$ cat src/hw/rtl/cht_queue.sv
module cht_queue #(
  parameter int W = 8
) (
  input  logic         clk,
  input  logic         rst_n,
  input  logic         push,
  input  logic [W-1:0] push_data,
  output logic         full,
  input  logic         pop,
  output logic         not_empty,
  output logic [W-1:0] pop_data
);

  logic [W-1:0] slot_r [2];
  logic         wp_r, rp_r;
  logic [1:0]   cnt_r;

  assign full      = (cnt_r == 2'd2);
  assign not_empty = (cnt_r != 2'd0);
  assign pop_data  = slot_r[rp_r];

  always_ff @(posedge clk) begin
    if (!rst_n) begin
      wp_r  <= 1'b0;
      rp_r  <= 1'b0;
      cnt_r <= 2'd0;
    end else begin
      if (push) begin
        slot_r[wp_r] <= push_data;
        wp_r         <= !wp_r;
      end
      if (pop) rp_r <= !rp_r;
      cnt_r <= cnt_r + {1'b0, push} - {1'b0, pop};
    end
  end

endmodule

$ cat config.mk
export PLATFORM = sky130hd
export DESIGN_NAME = cht_queue
export DESIGN_NICKNAME = d
export VERILOG_FILES = /design/src/hw/rtl/cht_queue.sv
export SDC_FILE = /design/constraint.sdc
export NUM_CORES = 1
export LEC_CHECK = 0
export BUFFER_PORTS_ARGS = -buffer_cell sky130_fd_sc_hd__buf_2
export CAP_MARGIN = 10
export CORE_MARGIN = 2
export CORE_UTILIZATION = 40
export DETAILED_ROUTE_END_ITERATION = 10
export MAX_ROUTING_LAYER = met4
export SYNTH_ARGS = -nofsm -noshare
export SYNTH_HDL_FRONTEND = slang
export SYNTH_SLANG_ARGS = --single-unit
$ cat constraint.sdc
create_clock -name clk -period 1.5 [get_ports clk]
set_input_delay 0.15 -clock clk [delete_from_list [all_inputs] [get_ports clk]]
set_output_delay 0.15 -clock clk [all_outputs]
set_load 0.1 [all_outputs]
==> flow_metrics.env <==
export IMPL_crit_family="multiplexers"
export IMPL_grt_max_degree=12
export IMPL_cts_root_buf="clkbuf_4"
export IMPL_cts_htree_levels=1
export IMPL_syn2layout_area_growth_pct=35.09
export IMPL_max_stage_delay_ps=360
export IMPL_worstPathArrival_ps=1300
export IMPL_synthSimpleGateAreaFrac_pct=7.143
export IMPL_hpwlAfterDp_um=880.2
export IMPL_core_um2=1922
export IMPL_yosysWarnings=0
export IMPL_worst_hold_path_type="in -> reg"
export IMPL_fillers=181
export IMPL_startpoint_type="flip-flop"
export IMPL_cts_tree="done"
export IMPL_fmax_mhz=690.3
export IMPL_met1_length_um=510
export IMPL_finalNetCount=90
export IMPL_setup_viol=0
export IMPL_cp_data_required_time_ps=1350
export IMPL_floorplan_io_pins=22
export IMPL_antenna_found_initial=0
export IMPL_clock_path_buffers=2
export IMPL_grt_total_usage_pct=11.51
export IMPL_die_h_um=48.88
export IMPL_synth_compound_area_share_pct=0
export IMPL_tightest_slew_ps=483.8
export IMPL_grt_overflow=0
export IMPL_crit_chain="buf_4 > mux2_2 > buf_12"
export IMPL_ys_ff_latch=21
export IMPL_ys_seq_area_share_pct=72.05
export IMPL_fin_ws_ps=51.35
export IMPL_clock_latency_ps=290
export IMPL_hold_path_startpoint="push_data[4]"
export IMPL_cap_violations=0
export IMPL_reg2reg_to="cnt_r[1]"
export IMPL_status="completed"
export IMPL_fin_crit_ps=1449
export IMPL_tns_ps=0
export IMPL_mostFrequentLayoutCell="edfxtp_1"
export IMPL_synthAdderAreaFrac_pct=3.106
export IMPL_syn_num_nets=61
export IMPL_worst_r2r_setup_slack_ps=140
export IMPL_synth_cell_types=14
export IMPL_portBuffers=21
export IMPL_start_util_pct=41.93
export IMPL_clkTransAtPathRegs_ps=110
export IMPL_reg2regPathDepth=6
export IMPL_synth_top_family_by_area="multiplexers"
export IMPL_synth_area_um2=805.8
export IMPL_final_antenna_net_count=0
export IMPL_wl_met2_um=590
export IMPL_layout_drive_gt1_share_pct=49.33
export IMPL_rows=16
export IMPL_fin_worst_skew_ps=0.8162
export IMPL_final_max_slew_violation_count=0
export IMPL_synth_area_per_cell_um2=17.14
export IMPL_r2r_start="cnt_r[0]"
export IMPL_cts_sinks=21
export IMPL_hold_violations=0
export IMPL_leakage_nw=0.4470
export IMPL_vias=454
export IMPL_final_cell_mix="16 x edfxtp_1, 13 x buf_2, 6 x mux2_2"
export IMPL_netlist_instances=47
export IMPL_min_to="slot_r[0][4]"
export IMPL_grt_pass1_wl_mm=1.959
export IMPL_drtIter0Drc=3
export IMPL_critPathKind="reg -> out"
export IMPL_grt_setup_unrepaired="yes"
export IMPL_ir_drop_mv=0.7070
export IMPL_min_period_over_period_pct=96.58
export IMPL_first_global_vias=422
export IMPL_post_cts_buffers=0
export IMPL_hold_path_depth=1
export IMPL_dieArea_um2=2389
export IMPL_slew_headroom_pct=67.97
export IMPL_synth_mux_area_fraction_pct=11.18
export IMPL_die_w_um=48.88
export IMPL_crit_path_max_fanout=5
export IMPL_vias_per_cell=4.451
export IMPL_dpl_worst_slack_ps=125.1
export IMPL_diodes=0
export IMPL_holdWs_ps=40.82
export IMPL_gp_congestion=0.6737
export IMPL_slowest_stage="mux2_2"
export IMPL_route_met3_wl_um=61
export IMPL_cts_made_buffers=3
export IMPL_drc=0
export IMPL_worstSetupEndpointType="primary output"
export IMPL_powerDensity_nw_per_um2=1307
export IMPL_drt_pass1_iter_count=2
export IMPL_routed_wl_mm=1.175
export IMPL_critical_path_buf_inv_count=2
export IMPL_routed_top_layer="met4"
export IMPL_wire_per_inst_um=11.52
export IMPL_synth_xor_area_share_pct=4.969
==> flip-flops by register name (all words and copies together), names as in the netlist, named ones only <==
name	cells
wp_r	1
slot_r	16
rp_r	1
cnt_r	2
==> final cells by class <==
type | instances | area [um^2] | area share (%)
Multi-Input combinational cell | 23 | 215.2 | 19.77
Clock buffer | 4 | 26.28 | 2.414
Timing Repair Buffer | 25 | 222.7 | 20.46
Sequential cell | 21 | 583.1 | 53.56
Tap cell | 27 | 33.78 | 3.103
Inverter | 2 | 7.507 | 0.6897
==> worst max path at each step <==
stage,to,slack [ps],depth (start not counted)
6_report,pop_data[3],50,3
5_1_grt,pop_data[2],-10,3
2_1_floorplan,pop_data[0],130,2
3_5_place_dp,cnt_r[1],130,6
4_1_cts,pop_data[3],7,3
3_3_place_gp,cnt_r[1],160,6
==> report_power, final <==
| part | internal (mW) | switching [mW] |
|---|---|---|
| Clock | 0.103 | 0.153 |
| Sequential | 0.666 | 0.0180 |
| Combinational | 0.154 | 0.329 |
| Total | 0.923 | 0.500 |
==> cells by family after synthesis <==
| family | count (synthesis) |
|---|---|
| and+or+nand+nor | 10 |
| buffers and inverters | 3 |
| xor gates and xnor gates | 3 |
| adders and majority gates | 2 |
| DFF | 21 |
| muxes | 8 |
==> per-stage QoR <==
step	utilization, %	cell area (um^2)	instances	total power, mW
6_report	56.64	1089	102	1.423
5_1_grt	56.64	1089	102	1.484
4_1_cts	54.17	1041	102	1.401
3_5_place_dp	50.59	972.2	98	1.126
3_3_place_gp	50.59	972.2	98	1.121
2_1_floorplan	-	808.3	47	1.048
==> layer usage <==
metal / track usage (%) / up-vias
li1: - / 224
met1: 14.37 / 217
met2: 16.67 / 11
met3: 3.067 / 2
met4: 7.143 / 0
met5: - / -
==> Yosys cell counts <==
cell type,n,area (um^2)
inv_1,2,7.510
mux2_1,8,90.09
xor2_1,2,17.52
buf_2,1,5.000
ha_1,2,25.02
xnor3_1,1,22.52
nor2b_1,2,12.51
edfxtp_1,16,480.5
and3_1,1,6.260
dfxtp_1,5,100.1
nand2_1,1,3.750
nor2_1,1,3.750
or2_1,1,6.260
and2_1,4,25.02
==> worst register-to-register path, stage by stage (launching register included) <==
cell and delay [ps]:
dfxtp_2 350, inv_1 40, ha_1 260, inv_1 60, ha_1 130, xnor3_1 370, nor2b_1 100
==> what timing repair did <==
action	in CTS	in global routing
hold buffers	0	0
setup endpoints to repair	8	9
gates resized for setup	14	19
No activity file was read; power rests on OpenSTA's default activity.
